--- src/rtl/fsr_pkg.sv ---
// Shared types, constants and helpers for the framebuffer scanout converter.
// Used by fsr_front, fsr_queue, fsr_back and framebuffer_scanout_to_rgba.
package fsr_pkg;

  localparam int unsigned MaxDimDefault = 4096;
  localparam int unsigned BarCount      = 8;
  localparam int unsigned QueueDepth    = 2;

  localparam logic [12:0] FallbackWidth  = 13'd1024;
  localparam logic [15:0] FallbackHeight = 16'd768;
  localparam logic [7:0]  AlphaOpaque    = 8'hFF;

  typedef enum logic [1:0] {
    DEPTH_GRAY8  = 2'd0,
    DEPTH_RGB565 = 2'd1,
    DEPTH_RGB24  = 2'd2,
    DEPTH_RGBA32 = 2'd3
  } depth_e;

  typedef enum logic [1:0] {
    CFG_DEPTH   = 2'd0,
    CFG_WIDTH   = 2'd1,
    CFG_HEIGHT  = 2'd2,
    CFG_PATTERN = 2'd3
  } cfg_reg_e;

  typedef struct packed {
    depth_e      depth;
    logic [12:0] width;
    logic [15:0] height;
    logic        pattern;
  } cfg_t;

  // One queued pixel job: a pattern pixel or a complete source pixel.
  typedef struct packed {
    logic   pattern;
    depth_e depth;
    logic [7:0] b0;
    logic [7:0] b1;
    logic [7:0] b2;
    logic [7:0] last;
  } job_t;

  // Bad geometry selects 1024x768 at 32bpp.
  function automatic logic use_fallback(input logic [12:0] w, input logic [15:0] h,
                                        input int unsigned max_dim);
    logic res;
    res = (w == 13'd0) || (h == 16'd0) ||
          (32'(w) > max_dim) || (32'(h) > max_dim);
    return res;
  endfunction

  // Color bars: red, yellow, green, cyan, blue, magenta, white, black.
  function automatic logic [23:0] bar_color(input logic [2:0] bar);
    logic [23:0] rgb;
    case (bar)
      3'd0:    rgb = 24'hFF0000;
      3'd1:    rgb = 24'hFFFF00;
      3'd2:    rgb = 24'h00FF00;
      3'd3:    rgb = 24'h00FFFF;
      3'd4:    rgb = 24'h0000FF;
      3'd5:    rgb = 24'hFF00FF;
      3'd6:    rgb = 24'hFFFFFF;
      default: rgb = 24'h000000;
    endcase
    return rgb;
  endfunction

endpackage

--- src/rtl/fsr_front.sv ---
// Front end: accepts bytes, gathers them into source pixels, issues jobs.
// Depends on fsr_pkg.
module fsr_front #(
  parameter int unsigned MAX_DIM = fsr_pkg::MaxDimDefault
) (
  input  logic          clk_i,
  input  logic          rst_ni,
  input  fsr_pkg::cfg_t cfg_i,
  input  logic          in_valid_i,
  output logic          in_stall_o,
  input  logic [7:0]    byte_value_i,
  input  logic          q_full_i,
  output logic          q_push_o,
  output fsr_pkg::job_t q_job_o
);

  logic [1:0]     phase_q, phase_d;
  logic [23:0]    held_q, held_d;
  fsr_pkg::depth_e depth_eff;
  logic           accept;
  logic           complete;

  assign depth_eff = fsr_pkg::use_fallback(cfg_i.width, cfg_i.height, MAX_DIM)
                   ? fsr_pkg::DEPTH_RGBA32 : cfg_i.depth;

  assign in_stall_o = q_full_i;
  assign accept     = in_valid_i && !in_stall_o;
  // Phase at or past the last byte of the pixel finishes it.
  assign complete   = cfg_i.pattern || (phase_q >= depth_eff);
  assign q_push_o   = accept && complete;

  always_comb begin
    q_job_o.pattern = cfg_i.pattern;
    q_job_o.depth   = depth_eff;
    q_job_o.b0      = held_q[7:0];
    q_job_o.b1      = held_q[15:8];
    q_job_o.b2      = held_q[23:16];
    q_job_o.last    = byte_value_i;
  end

  always_comb begin
    phase_d = phase_q;
    held_d  = held_q;
    if (accept) begin
      if (complete) begin
        phase_d = 2'd0;
      end else begin
        case (phase_q)
          2'd0:    held_d[7:0]   = byte_value_i;
          2'd1:    held_d[15:8]  = byte_value_i;
          default: held_d[23:16] = byte_value_i;
        endcase
        phase_d = phase_q + 2'd1;
      end
    end
  end

  always_ff @(posedge clk_i or negedge rst_ni) begin
    if (!rst_ni) begin
      phase_q <= 2'd0;
      held_q  <= 24'd0;
    end else begin
      phase_q <= phase_d;
      held_q  <= held_d;
    end
  end

endmodule

--- src/rtl/fsr_queue.sv ---
// Small job queue between front and back ends.
// Depends on fsr_pkg for the job type and depth.
module fsr_queue (
  input  logic          clk_i,
  input  logic          rst_ni,
  input  logic          push_i,
  input  fsr_pkg::job_t job_i,
  output logic          full_o,
  input  logic          pop_i,
  output logic          empty_o,
  output fsr_pkg::job_t job_o
);

  localparam int unsigned PtrW = $clog2(fsr_pkg::QueueDepth);
  localparam int unsigned CntW = $clog2(fsr_pkg::QueueDepth + 1);

  fsr_pkg::job_t mem_q [fsr_pkg::QueueDepth];
  logic [PtrW-1:0] wr_ptr_q, rd_ptr_q;
  logic [CntW-1:0] count_q;
  logic do_push, do_pop;

  assign full_o  = (count_q == CntW'(fsr_pkg::QueueDepth));
  assign empty_o = (count_q == '0);
  assign do_push = push_i && !full_o;
  assign do_pop  = pop_i && !empty_o;
  assign job_o   = mem_q[rd_ptr_q];

  always_ff @(posedge clk_i) begin
    if (do_push) begin
      mem_q[wr_ptr_q] <= job_i;
    end
  end

  always_ff @(posedge clk_i or negedge rst_ni) begin
    if (!rst_ni) begin
      wr_ptr_q <= '0;
      rd_ptr_q <= '0;
      count_q  <= '0;
    end else begin
      if (do_push) begin
        wr_ptr_q <= (32'(wr_ptr_q) == fsr_pkg::QueueDepth - 1) ? '0 : wr_ptr_q + PtrW'(1);
      end
      if (do_pop) begin
        rd_ptr_q <= (32'(rd_ptr_q) == fsr_pkg::QueueDepth - 1) ? '0 : rd_ptr_q + PtrW'(1);
      end
      count_q <= count_q + CntW'(do_push) - CntW'(do_pop);
    end
  end

endmodule

--- src/rtl/fsr_back.sv ---
// Back end: converts jobs to RGBA, tracks row/column, drives the output register.
// Depends on fsr_pkg.
module fsr_back #(
  parameter int unsigned MAX_DIM = fsr_pkg::MaxDimDefault
) (
  input  logic          clk_i,
  input  logic          rst_ni,
  input  fsr_pkg::cfg_t cfg_i,
  input  logic          q_empty_i,
  input  fsr_pkg::job_t q_job_i,
  output logic          q_pop_o,
  output logic          out_valid_o,
  input  logic          out_stall_i,
  output logic [7:0]    red_o,
  output logic [7:0]    green_o,
  output logic [7:0]    blue_o,
  output logic [7:0]    alpha_o,
  output logic          row_end_o,
  output logic          frame_end_o
);

  logic [12:0] col_q, col_d;
  logic [12:0] row_q, row_d;
  logic        out_valid_q;
  logic [7:0]  red_q, green_q, blue_q, alpha_q;
  logic        row_end_q, frame_end_q;

  logic        fallback;
  logic [12:0] w_eff;
  logic [15:0] h_eff;
  logic [12:0] x;
  logic [15:0] x8;
  logic [2:0]  bar;
  logic [23:0] bar_rgb;
  logic [15:0] px;
  logic [7:0]  r, g, b, a;
  logic        row_end, frame_end;

  assign fallback = fsr_pkg::use_fallback(cfg_i.width, cfg_i.height, MAX_DIM);
  assign w_eff    = fallback ? fsr_pkg::FallbackWidth  : cfg_i.width;
  assign h_eff    = fallback ? fsr_pkg::FallbackHeight : cfg_i.height;

  // Pop whenever the queue holds a job and the output register is free or being drained.
  assign q_pop_o = !q_empty_i && (!out_valid_q || !out_stall_i);

  // Bar index = floor(8x / w): count bar edges k*w at or below 8x.
  always_comb begin
    x   = (col_q >= w_eff) ? (w_eff - 13'd1) : col_q;
    x8  = {x, 3'b000};
    bar = 3'd0;
    for (int k = 1; k < int'(fsr_pkg::BarCount); k++) begin
      if (x8 >= 16'(int'(w_eff) * k)) begin
        bar = bar + 3'd1;
      end
    end
    bar_rgb = fsr_pkg::bar_color(bar);
  end

  always_comb begin
    px = {q_job_i.last, q_job_i.b0};
    if (q_job_i.pattern) begin
      r = bar_rgb[23:16];
      g = bar_rgb[15:8];
      b = bar_rgb[7:0];
      a = fsr_pkg::AlphaOpaque;
    end else begin
      unique case (q_job_i.depth)
        fsr_pkg::DEPTH_GRAY8: begin
          r = q_job_i.last;
          g = q_job_i.last;
          b = q_job_i.last;
          a = fsr_pkg::AlphaOpaque;
        end
        fsr_pkg::DEPTH_RGB565: begin
          r = {px[15:11], 3'b000};
          g = {px[10:5], 2'b00};
          b = {px[4:0], 3'b000};
          a = fsr_pkg::AlphaOpaque;
        end
        fsr_pkg::DEPTH_RGB24: begin
          r = q_job_i.b0;
          g = q_job_i.b1;
          b = q_job_i.last;
          a = fsr_pkg::AlphaOpaque;
        end
        default: begin
          r = q_job_i.b0;
          g = q_job_i.b1;
          b = q_job_i.b2;
          a = q_job_i.last;
        end
      endcase
    end
  end

  // Counters past the end (after a geometry change) count as the last position.
  always_comb begin
    row_end   = ({1'b0, col_q} + 14'd1) >= {1'b0, w_eff};
    frame_end = 1'b0;
    col_d     = col_q;
    row_d     = row_q;
    if (q_pop_o) begin
      if (row_end) begin
        col_d = 13'd0;
        if (({4'd0, row_q} + 17'd1) >= {1'b0, h_eff}) begin
          frame_end = 1'b1;
          row_d     = 13'd0;
        end else begin
          row_d = row_q + 13'd1;
        end
      end else begin
        col_d = col_q + 13'd1;
      end
    end
  end

  always_ff @(posedge clk_i or negedge rst_ni) begin
    if (!rst_ni) begin
      col_q       <= 13'd0;
      row_q       <= 13'd0;
      out_valid_q <= 1'b0;
    end else begin
      col_q <= col_d;
      row_q <= row_d;
      if (q_pop_o) begin
        out_valid_q <= 1'b1;
      end else if (!out_stall_i) begin
        out_valid_q <= 1'b0;
      end
    end
  end

  always_ff @(posedge clk_i) begin
    if (q_pop_o) begin
      red_q       <= r;
      green_q     <= g;
      blue_q      <= b;
      alpha_q     <= a;
      row_end_q   <= row_end;
      frame_end_q <= frame_end;
    end
  end

  assign out_valid_o = out_valid_q;
  assign red_o       = red_q;
  assign green_o     = green_q;
  assign blue_o      = blue_q;
  assign alpha_o     = alpha_q;
  assign row_end_o   = row_end_q;
  assign frame_end_o = frame_end_q;

endmodule

--- src/rtl/framebuffer_scanout_to_rgba.sv ---
// Top level of the framebuffer scanout to RGBA8888 converter.
// Holds the configuration registers; instantiates fsr_front, fsr_queue, fsr_back.
//
// Usage:
//   Input channel (in_valid_i / in_stall_o / byte_value_i) carries one
//   framebuffer byte per beat in row order. A beat is taken when valid is
//   high and stall is low. Bytes that do not finish a pixel produce nothing.
//   Output channel (out_valid_o / out_stall_i) carries one RGBA8888 pixel per
//   beat, with row_end_o and frame_end_o marking the last pixel of a row and
//   of the frame. In pattern mode every input beat yields a color bar pixel.
//   Config port (cfg_valid_i / cfg_ready_o / cfg_index_i / cfg_data_i) is
//   always ready; write only while the block is idle.
//   Throughput: one input beat per cycle while in_stall_o is low, set by the
//   front end's single byte path; a finished pixel passes through the job
//   queue and then the output register before it appears at the output.
//   Receiver stall: the output register holds its pixel, the two-entry job
//   queue fills, and then in_stall_o rises; nothing is dropped.
//   Reset: 32bpp, 1024x768, pattern off, counters and byte phase cleared,
//   output and queue empty.
module framebuffer_scanout_to_rgba #(
  parameter int unsigned MAX_DIM = fsr_pkg::MaxDimDefault
) (
  input  logic        clk_i,
  input  logic        rst_ni,
  // config write port
  input  logic        cfg_valid_i,
  output logic        cfg_ready_o,
  input  logic [1:0]  cfg_index_i,
  input  logic [15:0] cfg_data_i,
  // byte input
  input  logic        in_valid_i,
  output logic        in_stall_o,
  input  logic [7:0]  byte_value_i,
  // pixel output
  output logic        out_valid_o,
  input  logic        out_stall_i,
  output logic [7:0]  red_o,
  output logic [7:0]  green_o,
  output logic [7:0]  blue_o,
  output logic [7:0]  alpha_o,
  output logic        row_end_o,
  output logic        frame_end_o
);

  fsr_pkg::cfg_t cfg_q, cfg_d;
  fsr_pkg::job_t push_job, head_job;
  logic q_push, q_pop, q_full, q_empty;

  assign cfg_ready_o = 1'b1;

  // Register file: one field per index, fields truncated to their widths.
  always_comb begin
    cfg_d = cfg_q;
    if (cfg_valid_i && cfg_ready_o) begin
      unique case (fsr_pkg::cfg_reg_e'(cfg_index_i))
        fsr_pkg::CFG_DEPTH:   cfg_d.depth   = fsr_pkg::depth_e'(cfg_data_i[1:0]);
        fsr_pkg::CFG_WIDTH:   cfg_d.width   = cfg_data_i[12:0];
        fsr_pkg::CFG_HEIGHT:  cfg_d.height  = cfg_data_i;
        fsr_pkg::CFG_PATTERN: cfg_d.pattern = cfg_data_i[0];
        default:              cfg_d = cfg_q;
      endcase
    end
  end

  always_ff @(posedge clk_i or negedge rst_ni) begin
    if (!rst_ni) begin
      cfg_q.depth   <= fsr_pkg::DEPTH_RGBA32;
      cfg_q.width   <= fsr_pkg::FallbackWidth;
      cfg_q.height  <= fsr_pkg::FallbackHeight;
      cfg_q.pattern <= 1'b0;
    end else begin
      cfg_q <= cfg_d;
    end
  end

  fsr_front #(
    .MAX_DIM (MAX_DIM)
  ) u_front (
    .clk_i        (clk_i),
    .rst_ni       (rst_ni),
    .cfg_i        (cfg_q),
    .in_valid_i   (in_valid_i),
    .in_stall_o   (in_stall_o),
    .byte_value_i (byte_value_i),
    .q_full_i     (q_full),
    .q_push_o     (q_push),
    .q_job_o      (push_job)
  );

  fsr_queue u_queue (
    .clk_i   (clk_i),
    .rst_ni  (rst_ni),
    .push_i  (q_push),
    .job_i   (push_job),
    .full_o  (q_full),
    .pop_i   (q_pop),
    .empty_o (q_empty),
    .job_o   (head_job)
  );

  fsr_back #(
    .MAX_DIM (MAX_DIM)
  ) u_back (
    .clk_i       (clk_i),
    .rst_ni      (rst_ni),
    .cfg_i       (cfg_q),
    .q_empty_i   (q_empty),
    .q_job_i     (head_job),
    .q_pop_o     (q_pop),
    .out_valid_o (out_valid_o),
    .out_stall_i (out_stall_i),
    .red_o       (red_o),
    .green_o     (green_o),
    .blue_o      (blue_o),
    .alpha_o     (alpha_o),
    .row_end_o   (row_end_o),
    .frame_end_o (frame_end_o)
  );

endmodule

--- config.mk ---
export PLATFORM = sky130hd
export DESIGN_NAME = framebuffer_scanout_to_rgba
export DESIGN_NICKNAME = d
export VERILOG_FILES = /design/src/rtl/fsr_pkg.sv /design/src/rtl/fsr_front.sv /design/src/rtl/fsr_queue.sv /design/src/rtl/fsr_back.sv /design/src/rtl/framebuffer_scanout_to_rgba.sv
export SDC_FILE = /design/constraint.sdc
export NUM_CORES = 1
export LEC_CHECK = 0
export BUFFER_PORTS_ARGS = -buffer_cell sky130_fd_sc_hd__buf_2
export CORE_MARGIN = 2
export CORE_UTILIZATION = 55
export CTS_CLUSTER_DIAMETER = 200
export DETAILED_ROUTE_END_ITERATION = 7
export PLACE_DENSITY = 0.7
export SYNTH_ARGS = -nofsm -noshare
export SYNTH_HDL_FRONTEND = slang
export SYNTH_SLANG_ARGS = --single-unit
--- constraint.sdc ---
create_clock -name clk_i -period 11.1 [get_ports clk_i]
set_input_delay 3.33 -clock clk_i [delete_from_list [all_inputs] [get_ports clk_i]]
set_output_delay 3.33 -clock clk_i [all_outputs]
set_load 0.01 [all_outputs]
==> impl_metrics.env, run 1 <==
export IMPL_cts_resized=0
export IMPL_dp_slack_ns=1.353
export IMPL_max_slew_margin_pct=27.25
export IMPL_antenna_found_initial=0
export IMPL_ctsRootBufferMaster="clkbuf_16"
export IMPL_nets=1632
export IMPL_cpMostUsedCell="ha_1"
export IMPL_maxSlewViolCount=0
export IMPL_cts_tree="yes"
export IMPL_min_delay_start="u_front.held_q[2]"
export IMPL_synth_top_cell_area_share_pct=22.27
export IMPL_hold_buffers=0
export IMPL_status="finished clean"
export IMPL_hold_class="flop to flop"
export IMPL_synth_cells=1314
export IMPL_cts_setup_buffers=0
export IMPL_peakVddDrop_mv=0.2333
export IMPL_ys_async_sr_fraction_pct=46.11
export IMPL_grt_max_degree=55
export IMPL_num_antenna_cells=0
export IMPL_setup_violations=0
export IMPL_first_iter_violations=717
export IMPL_fp_dieH_um=163.7
export IMPL_fillers=2059
export IMPL_syn_avg_cell_area_um2=10.67
export IMPL_port_buffers=66
export IMPL_ys_types=83
export IMPL_wl_per_cell_um=18.61
export IMPL_cap_violations=0
export IMPL_numCtsBuffers=17
export IMPL_rows=58
export IMPL_finalClockSkew_ns=0.01474
export IMPL_cp_arrival_ns=10.05
export IMPL_grtUsageTotal_pct=24.86
export IMPL_seq_area_frac_synth_pct=38.20
export IMPL_synth_seq_cells=193
export IMPL_hold_viol=0
export IMPL_coreArea_um2=25110
export IMPL_cts_clk_slew_worst_paths_ns=0.08
export IMPL_rsz0062_at_grt="no"
export IMPL_fmax_mhz=101.0
export IMPL_vias=10360
export IMPL_worst_pin_slew_ns=1.091
export IMPL_drc=0
export IMPL_min_period_ns=9.905
export IMPL_dp_hpwl_um=24020
export IMPL_r2r_slack_ns=1.19
export IMPL_dieWidth_um=163.7
export IMPL_critPathLaunchType="flop"
export IMPL_synth_area_um2=14020
export IMPL_p_leak_uw=0.006990
export IMPL_num_io_pins=68
export IMPL_grt_pass1_vias=10380
export IMPL_drive_gt1_share_pct=16.27
export IMPL_p_per_area_nw_per_um2=323.7
export IMPL_yosysWarnings=0
export IMPL_multi_input_area_um2=8288
export IMPL_clockBufferDepth=2
export IMPL_avgViaCountPerCell=5.982
export IMPL_htreeDepth=4
export IMPL_clock_sinks=193
export IMPL_critical_path_max_stage_delay_ns=0.78
export IMPL_required_ns=11.25
export IMPL_critPathKind="flop to flop"
export IMPL_dieArea_um2=26790
export IMPL_yosys_area_top_type="edfxtp_1"
export IMPL_drtAntennaViolNets=0
export IMPL_crit_path_top_delay_cell="a21oi_1"
export IMPL_crit_buf_inv=2
export IMPL_post_route_period_util_pct=89.24
export IMPL_dr_pass1_iters=5
export IMPL_crit_path_start="cfg_q[2]"
export IMPL_overflow=0
export IMPL_synth_area_leaders="edfxtp_1 (22%), ha_1 (18%), dfrtp_1 (15%)"
export IMPL_wirelength_um=32220
export IMPL_gp_congestion=0.9196
export IMPL_critPathTopFamily="compound AO/OA/AOI/OAI gates"
export IMPL_seq_area_um2=5358
export IMPL_synth_edff_count=104
export IMPL_cp_max_fo=9
export IMPL_finalSetupTns_ns=0
export IMPL_yosys_most_used_dff="edfxtp_1"
export IMPL_grt_pass1_wl_um=52220
export IMPL_clock_latency_ns=0.44
export IMPL_r2r_start="cfg_q[2]"
export IMPL_worst_slack_ns=1.195
export IMPL_synthToLayoutAreaGrowth_pct=9.797
export IMPL_start_util_pct=55.85
export IMPL_end_kind="flop"
==> metrics by stage <==
stage               instances  hold slack (ns)  total power [uW]  cell area (um2)  util (%)
floorplan                1315           0.4366              3580            14030         -
global route             1731           0.4737              5444            15400     61.32
detailed placement       1699           0.4507              4353            14800     58.93
global placement         1699           0.4415              4220            14800     58.93
finish                   1731           0.4644              4984            15400     61.32
CTS                      1731           0.4613              4978            15400     61.32
==> power breakdown <==
| part | leakage, uW | switching [uW] | internal, uW |
|---|---|---|---|
| clock | 0.000292 | 304 | 307 |
| combinational | 0.00468 | 1820 | 1300 |
| sequential | 0.00202 | 128 | 1120 |
==> layout by cell type (no fill, tap or decap), types with 5 or more instances in the layout <==
| cell type | n |
|---|---|
| ha_1 | 198 |
| o211ai_1 | 8 |
| fa_1 | 15 |
| or3_1 | 5 |
| nand2_1 | 114 |
| o221ai_1 | 6 |
| xnor2_1 | 45 |
| clkbuf_16 | 17 |
| o22ai_1 | 5 |
| mux2i_1 | 37 |
| or2_2 | 7 |
| inv_6 | 5 |
| and2_1 | 5 |
| o21a_1 | 25 |
| buf_2 | 65 |
| a21o_1 | 27 |
| nor3_1 | 9 |
| and4_1 | 7 |
| buf_4 | 17 |
| nor2_1 | 69 |
| nor4_1 | 8 |
| dfstp_2 | 5 |
| nand2b_1 | 13 |
| and3_1 | 11 |
| inv_1 | 69 |
| mux2_2 | 70 |
| o21bai_1 | 18 |
| a21oi_1 | 69 |
| nand3_1 | 34 |
| a221o_1 | 5 |
| o21ai_0 | 56 |
| nand4_1 | 15 |
| nor2b_1 | 17 |
| xor2_1 | 20 |
| dfrtp_1 | 83 |
| edfxtp_1 | 104 |
| a31oi_1 | 10 |
| a211oi_1 | 15 |
==> per-layer routing <==
layer	share of wire, %	vias up	GRT usage (%)
met5	0	-	0
met4	2.5	0	8.533
met3	4.0	57	3.250
met2	49	259	41.94
met1	45	5040	33.07
li1	-	4999	-
==> synth_stat cells (5+ instances only) <==
cell / number
o21a_1: 25
nand3_1: 34
a31oi_1: 10
a21o_1: 27
xor2_1: 20
fa_1: 15
mux2_2: 70
or2_2: 7
nor2_1: 69
or3_1: 5
a221o_1: 5
a211oi_1: 15
and4_1: 7
edfxtp_1: 104
dfrtp_1: 84
clkbuf_1: 19
o21ai_0: 57
o211ai_1: 8
and3_1: 11
o21bai_1: 18
ha_1: 198
o221ai_1: 6
buf_1: 7
o22ai_1: 5
nand4_1: 15
nand2_1: 114
dfstp_2: 5
xnor2_1: 45
nor3_1: 11
nor2b_1: 17
inv_1: 70
a21oi_1: 69
nor4_1: 8
nand2b_1: 13
mux2i_1: 38
and2_1: 5
==> path summary, 6_finish.rpt <==
kind                                   endpoint  depth (start not counted)
max in group asynchronous      u_queue.rd_ptr_q                          2
min in group asynchronous             cfg_q[29]                          1
max reg2reg                    u_back.blue_o[2]                         35
min reg2reg                u_queue.mem_q[1][26]                          0
max                            u_back.blue_o[2]                         35
min                        u_queue.mem_q[1][26]                          0
==> sequential cells by signal, indices dropped and copies added, names as in the netlist <==
signal,cells
cfg_q,32
u_back.alpha_o,8
u_back.blue_o,8
u_back.col_q,13
u_back.frame_end_o,1
u_back.green_o,8
u_back.out_valid_o,1
u_back.red_o,8
u_back.row_end_o,1
u_back.row_q,13
u_front.held_q,24
u_front.phase_q,2
u_queue.count_q,2
u_queue.mem_q,70
u_queue.rd_ptr_q,1
u_queue.wr_ptr_q,1
==> cells by family after synthesis <==
| family | count (synthesis) | synth area share [%] |
|---|---|---|
| XOR/XNOR | 70 | 4.774 |
| buffers and inverters | 102 | 2.820 |
| adder cells (fa/ha/maj) | 214 | 19.88 |
| AO/OA/AOI/OAI | 292 | 14.04 |
| multiplexers | 109 | 8.495 |
| other | 1 | 0.02674 |
| AND/OR/NAND/NOR | 333 | 11.77 |
| flip-flops | 193 | 38.20 |
==> worst reg2reg max path, delay by kind of cell, from the launching register on <==
| kind | cells | cell delay, ns |
|---|---|---|
| AOI/OAI and AO/OA | 15 | 3.85 |
| adders and majority gates | 7 | 2.20 |
| buffers and inverters | 2 | 0.50 |
| DFF | 1 | 0.40 |
| muxes | 1 | 0.29 |
| and+or+nand+nor | 10 | 2.37 |
==> area by class of cell <==
cell class | count | share of cell area (%)
clock inverter | 14 | 1.105
timing repair buffer | 82 | 2.942
sequential | 193 | 34.80
tap | 330 | 2.682
inverter | 74 | 1.853
clock buffer | 18 | 2.787
multi-input combinational | 1020 | 53.83
Note: power is estimated with default switching activity, not from simulation.
==> inputs of run 2 (changes only) <==
--- a/config.mk
+++ b/config.mk
@@ -5,12 +5,14 @@
 export SDC_FILE = /design/constraint.sdc
 export NUM_CORES = 1
 export LEC_CHECK = 0
+export ABC_AREA = 1
 export BUFFER_PORTS_ARGS = -buffer_cell sky130_fd_sc_hd__buf_2
 export CORE_MARGIN = 2
 export CORE_UTILIZATION = 55
 export CTS_CLUSTER_DIAMETER = 200
 export DETAILED_ROUTE_END_ITERATION = 7
 export PLACE_DENSITY = 0.7
+export SLEW_MARGIN = 5
 export SYNTH_ARGS = -nofsm -noshare
 export SYNTH_HDL_FRONTEND = slang
 export SYNTH_SLANG_ARGS = --single-unit
==> run 2 against run 1 <==
  * Non-clock buffer count shrank 5
  * Critical endpoint is now u_back.blue_o[6]
  * Highest routed layer unchanged
  * Combinational power decreased by 53%
  * Cell area up 0.19%
  * The flow now finishes with violations (DRC)
  * Critical path depth up 13
  * Worst hold slack improved by 0.011 ns
==> impl_metrics.env, run 2 <==
export IMPL_status="complete, but fails checks"
export IMPL_violations="DRC"
export IMPL_critPathLaunchType="flop"
export IMPL_peakVddDrop_mv=0.1196
export IMPL_dp_hpwl_um=23880
export IMPL_fp_dieH_um=164.1
export IMPL_end_kind="flop"
export IMPL_dr_pass1_iters=8
export IMPL_overflow=0
export IMPL_p_int_uw=1872
export IMPL_first_iter_violations=835
export IMPL_htreeDepth=4
export IMPL_hold_viol=0
export IMPL_cp_arrival_ns=9.43
export IMPL_cpMostUsedCell="nand2_1"
export IMPL_synth_cells=1630
export IMPL_ctsRootBufferMaster="clkbuf_16"
export IMPL_r2r_start="cfg_q[8]"
export IMPL_swShare_pct=41.40
export IMPL_crit_path_top_delay_cell="a2111oi_0"
export IMPL_drc=1
export IMPL_synth_area_um2=14100
export IMPL_grt_pass1_wl_um=51180
export IMPL_p_per_area_nw_per_um2=207.1
export IMPL_cts_tree="yes"
export IMPL_layout_cells_most_common_list="nand2_1 (359), inv_1 (207), ha_1 (198), o21ai_0 (126), edfxtp_1 (104)"
export IMPL_ys_async_sr_fraction_pct=46.11
export IMPL_clock_latency_ns=0.43
export IMPL_synth_top_cell_area_share_pct=22.15
export IMPL_yosys_area_top_type="edfxtp_1"
export IMPL_rsz0062_at_grt="no"
export IMPL_finalSetupTns_ns=0
export IMPL_max_slew_margin_pct=26.54
export IMPL_dieWidth_um=164.1
export IMPL_required_ns=11.28
export IMPL_critical_path_max_stage_delay_ns=0.68
export IMPL_synth_area_leaders="edfxtp_1 (22%), ha_1 (18%), dfrtp_1 (15%)"
export IMPL_wl_per_cell_um=15.23
export IMPL_min_period_ns=9.246
export IMPL_p_leak_uw=0.007625
export IMPL_synth_edff_count=104
export IMPL_final_common_cell="nand2_1"
export IMPL_cts_resized=0
export IMPL_cap_violations=0
export IMPL_numCtsBuffers=17
export IMPL_regMostFlops="u_queue.mem_q"
export IMPL_worst_pin_slew_ns=1.102
export IMPL_min_delay_start="u_front.held_q[7]"
export IMPL_finalClockSkew_ns=0.009283
export IMPL_hold_buffers=0
export IMPL_avgViaCountPerCell=5.390
export IMPL_antenna_found_initial=0
export IMPL_grt_max_degree=63
export IMPL_nets=1945
export IMPL_crit_path_start="cfg_q[8]"
export IMPL_p_clk_share_pct=18.4
export IMPL_setup_violations=0
export IMPL_start_util_pct=56.00
export IMPL_wirelength_um=31130
export IMPL_port_buffers=66
export IMPL_utilization_pct=61.25
export IMPL_hold_class="flop to flop"
export IMPL_num_antenna_cells=0
export IMPL_yosysWarnings=0
export IMPL_cts_clk_slew_worst_paths_ns=0.07
export IMPL_p_sw_uw=1322
export IMPL_seq_area_frac_synth_pct=37.98
export IMPL_synth_seq_cells=193
export IMPL_dieArea_um2=26940
export IMPL_grtUsageTotal_pct=23.86
export IMPL_netlist_top_cells_count="nand2_1 (359), inv_1 (207), ha_1 (198)"
export IMPL_drtAntennaViolNets=0
export IMPL_p_comb_share_pct=46.1
export IMPL_yosysMostFrequentCell="nand2_1"
export IMPL_yosys_most_used_dff="edfxtp_1"
export IMPL_drive_gt1_share_pct=10.68
export IMPL_top_regs="u_queue.mem_q: 70 flops, cfg_q: 32 flops, u_front.held_q: 24 flops"
export IMPL_post_route_period_util_pct=83.30
export IMPL_p_seq_share_pct=35.5
export IMPL_critPathKind="flop to flop"
export IMPL_largest_reg_flops=70
export IMPL_clock_sinks=193
export IMPL_rows=58
export IMPL_clockBufferDepth=2
export IMPL_cts_setup_buffers=0
export IMPL_num_io_pins=68
export IMPL_gp_congestion=0.8798
export IMPL_coreArea_um2=25180
export IMPL_ys_types=55
export IMPL_maxSlewViolCount=0
export IMPL_synthToLayoutAreaGrowth_pct=9.378
export IMPL_cp_max_fo=17
export IMPL_syn_avg_cell_area_um2=8.652
export IMPL_vias=11020
export IMPL_fmax_mhz=108.2
export IMPL_grt_pass1_vias=10420
==> run 2: kinds of logic after synthesis <==
kind of cell	share of synthesized area (%)
AND/OR/NAND/NOR	20.47
AO/OA/AOI/OAI	10.92
buffers and inverters	6.441
adder cells (fa/ha/maj)	19.70
flip-flops	37.98
XOR/XNOR	3.664
multiplexers	0.7985
other	0.02659
==> run 2: power by group through the flow <==
stage / Sequential (uW) / Combinational (uW) / Clock (uW)
after floorplan: 1160 / 1050 / 0
after global placement: 1140 / 1430 / 0
after detailed placement: 1150 / 1460 / 0
after CTS: 1130 / 1480 / 594
after global routing: 1160 / 1700 / 621
final: 1130 / 1470 / 586
==> run 2: per-stage QoR <==
step | setup slack [ns] | cells | hold slack, ns | total power (uW) | area [um2]
after CTS | 1.944 | 2044 | 0.4719 | 3205 | 15420
final | 1.854 | 2044 | 0.4755 | 3194 | 15420
after detailed placement | 1.976 | 2012 | 0.4535 | 2613 | 14850
after floorplan | 3.300 | 1631 | 0.4424 | 2212 | 14110
after global placement | 2.160 | 2012 | 0.4474 | 2561 | 14850
after global routing | 1.054 | 2044 | 0.4863 | 3479 | 15420
==> run 2: final cells by class <==
type	count	area, um2
Tap cell	330	412.9
Sequential cell	193	5356
Multi-Input combinational cell	1197	7856
Clock inverter	13	123.9
Inverter	215	807.0
Clock buffer	19	452.9
Timing Repair Buffer	77	415.4
Fill cell	2167	9757
==> run 2: path summary, 6_finish.rpt <==
path	cells after the start	endpoint	slack [ns]
worst min-delay path	0	u_queue.mem_q[1][31]	0.48
worst max register to register	48	u_back.blue_o[6]	1.85
worst min register to register	0	u_queue.mem_q[1][31]	0.48
worst max-delay path	48	u_back.blue_o[6]	1.85
min in group asynchronous	1	u_back.row_q[9]	2.85
max in group asynchronous	2	cfg_q[0]	7.15
==> run 2: critical path: cells and delay by family, from the launching register on <==
| family | cells | cell delay [ns] |
|---|---|---|
| AO/OA/AOI/OAI | 5 | 1.29 |
| adder cells (fa/ha/maj) | 7 | 2.01 |
| flip-flops | 1 | 0.40 |
| buffers and inverters | 6 | 1.12 |
| AND/OR/NAND/NOR | 30 | 4.14 |
==> run 2: metal layers <==
metal	routed length [um]	global-route usage [%]	vias to the layer above
met5	0	0	-
met4	286	6.180	0
met3	1523	3.889	23
met2	14610	39.60	266
met1	14710	32.60	5074
li1	-	-	5654
